## src/rtl/mme_ram.sv

```systemverilog
// Generic single-write, single-read RAM with registered read data
module mme_ram #(
  parameter int WIDTH = 8,
  parameter int DEPTH = 32
) (
  input  logic                     clk,
  input  logic                     we,
  input  logic [$clog2(DEPTH)-1:0] waddr,
  input  logic [WIDTH-1:0]         wdata,
  input  logic [$clog2(DEPTH)-1:0] raddr,
  output logic [WIDTH-1:0]         rdata
);
  logic [WIDTH-1:0] mem [DEPTH];

  always_ff @(posedge clk) begin
    if (we) mem[waddr] <= wdata;
    rdata <= mem[raddr];
  end
endmodule

```

## config.mk

```make
export PLATFORM = sky130hd
export DESIGN_NAME = mme_ram
export DESIGN_NICKNAME = d
export VERILOG_FILES = /design/src/rtl/mme_ram.sv
export SDC_FILE = /design/constraint.sdc
export NUM_CORES = 1
export LEC_CHECK = 0
export BUFFER_PORTS_ARGS = -buffer_cell sky130_fd_sc_hd__buf_2
export CAP_MARGIN = 10
export CORE_ASPECT_RATIO = 1.5
export CORE_MARGIN = 2
export CORE_UTILIZATION = 35
export CTS_CLUSTER_SIZE = 8
export DETAILED_ROUTE_END_ITERATION = 16
export GPL_TIMING_DRIVEN = 0
export PLACE_DENSITY = 0.62
export RECOVER_POWER = 100
export SLEW_MARGIN = 10
export SYNTH_ARGS = -nofsm -noshare
export SYNTH_HDL_FRONTEND = slang
export SYNTH_SLANG_ARGS = --single-unit
export TNS_END_PERCENT = 100
```

## constraint.sdc

```tcl
create_clock -name clk -period 3.5 [get_ports clk]
set_input_delay 0.525 -clock clk [delete_from_list [all_inputs] [get_ports clk]]
set_output_delay 0.525 -clock clk [all_outputs]
set_load 0.05 [all_outputs]
```

==> metrics.txt <==
status=finished, violations left; failing checks=capacitance limit, slew limit; DRT iter0 DRCs=327; synth top area cells=edfxtp_1 (76%), mux4_2 (18%), dfxtp_1 (1.6%); Port Buf Inserts=22; antenna viol nets, final=0; Finished Layout Cells=846; number of gates resized after cts=0; sequential element share of the synthesized area=78.1%; Antenna diodes=0; CTS root buf=clkbuf_16; number of synthesis warnings=0; Hold Vio Cnt, Final=0; period utilization=71.2%; CTS tree=done; DRT Wirelength=21400 um; largest net degree at the start of global routing=33; Final Max Tran Viols=132; DR vias=4401; Die Ht=212 um; layout cells sized above 1=28.5%; HP Class=input pin to flip-flop; cts hold-fix bufs=0; Top Ports=28; Initial Util=35.2%; most frequent cells after synthesis=edfxtp_1 (256), mux4_2 (80), nor2_1 (33); Yosys top cell area share=76.5%; cell taking the most area after synthesis=edfxtp_1; Post-route DRC=0; global-route usage over all layers=14.5%; crit path launch=raddr[2]; DPL Wire Length=14100 um; Avg Cell Area, Syn=24.1 sq um; Worst-Skew Late Latency=510 ps; max cap viols=4; RD Place Congestion=0.775; R2R Setup Slk=1670 ps; P&R area growth vs syn=15.6%; FF-to-FF path depth=3; Post-Place Worst Slack=479 ps; WP depth=5; Post-synth EDFFs=256; cell family with most CP delay=multiplexers; CTS Buf Count=38; number of global-route vias before repair=4812; Core ar.=28500 sq um; crit-path max FO=10; maximum clock rate=401 MHz; Final Skew=13.2 ps; Post-Place Cells=790; Setup violations, final=0; RSZ-0062 raised after global routing=false; sink count of the clock tree=264; Clk pin slew, worst setup/hold paths=50 ps; most instantiated library cell after synthesis=edfxtp_1; Crit path buffers/inverters=2; WP data arrival=2880 ps; htree depth=2; Slew @ Worst Pin=1760 ps; Gate Count Post-Synth=417; Final #Nets=499; relative slew slack=-17.4%; worst-path cell chain=clkbuf_1, clkbuf_1, mux4_2, mux4_2, mux2_2; Bufs on Longest Clock Path=3; Leakage=3.56 nW; initial antenna violation count=0; CP Data Required Time=3890 ps; setup TNS=0 ps; post-synthesis net count=437; vias per cell=5.20; Crit-path slowest cell=clkbuf_1; RR Endpoint=rdata[6]$_DFF_P_; mapped cell area=10100 sq um; critical path endpoint=rdata[7]$_DFF_P_; DR pass1 iterations=4; first-pass GRT wire length=31100 um; Synth Flop Type=edfxtp_1; #FFs+latches synth=264; pwr dens=614 nW/um^2; crit path kind=input pin to flip-flop; design area=11600 sq um; Synth async-reset ratio=0%; worst r2r src=mem[29][6]$_DFFE_PP_; Peak VDD IR=0.000346 V; Critical Path Sink Type=flip-flop; gr ovfl total=0; Area after DPL=10600 sq um; CP startpoint kind=input pin; Post-CTS Setup Bufs=0; Die Span X=142 um; # rows=76; minimum clock period=2490 ps; die area=30100 sq um; detail-routed net length per standard cell=25.3 um; crit path setup slack, layout=1010 ps; Synth cell types=15; CP peak stage delay=660 ps
[state kept, by name (all words and copies together), names as in the netlist]
name   flops
mem      256
rdata      8
[kinds of logic (layout without fill, tap and decap cells)]
logic type | after synthesis | count (layout) | share of synthesized area, %
flops | 264 | 264 | 78.1
mux | 88 | 88 | 18.8
simple gates | 45 | 45 | 2.07
buf+inv | 20 | 98 | 1.06
[cells in the final DEF, fill, tap and decap left out]
cell	instances
clkbuf_1	42
buf_2	3
buf_6	1
buf_4	6
nand3b_1	5
edfxtp_1	256
mux2_2	8
inv_6	1
buf_1	6
clkbuf_16	39
dfxtp_1	8
nand3_1	2
or3_1	1
nand2_1	1
or3b_2	3
mux4_2	80
nor2_1	33
[cell type report]
class / instances / area [sq um]
Fill cell: 2495 / 16900
Sequential cell: 264 / 7850
Multi-Input combinational cell: 133 / 2100
Clock buffer: 55 / 1040
Tap cell: 351 / 439
Buffer: 20 / 106
Timing Repair Buffer: 22 / 85.1
Clock inverter: 1 / 8.76
[metrics by stage]
stage	total power, mW	hold WS (ps)	utilization [%]
final	7.14	547	40.7
after global routing	7.34	563	40.7
after CTS	7.21	526	40.8
after detailed placement	3.98	901	37.2
after global placement	3.97	900	37.2
after floorplan	3.82	624	-
[metal layers]
layer / vias up / track usage (%) / part of all wire, %
met2: 85 / 28.9 / 59
li1: 1902 / - / -
met3: 39 / 1.74 / 2.5
met4: 0 / 6.08 / 3.2
met5: - / 0 / 0
met1: 2375 / 15.1 / 35
[worst min path at each step]
stage                         start                  end  slack [ps]  cells past startpoint
2_1_floorplan              wdata[0]  mem[0][0]$_DFFE_PP_         620                      0
6_report                   raddr[3]     rdata[2]$_DFF_P_         550                      2
5_1_grt                    raddr[3]     rdata[0]$_DFF_P_         560                      2
3_3_place_gp   mem[23][7]$_DFFE_PP_     rdata[7]$_DFF_P_         900                      3
3_5_place_dp   mem[22][6]$_DFFE_PP_     rdata[6]$_DFF_P_         900                      3
4_1_cts                    raddr[3]     rdata[0]$_DFF_P_         530                      2
[report_power, final]
part | switching (mW) | leakage (nW) | internal, mW
Sequential | 0.0120 | 2.37 | 3.53
Clock | 1.21 | 0.504 | 2.01
Combinational | 0.234 | 0.678 | 0.137
Total | 1.46 | 3.56 | 5.68
No activity file was read; power rests on OpenSTA's default activity.
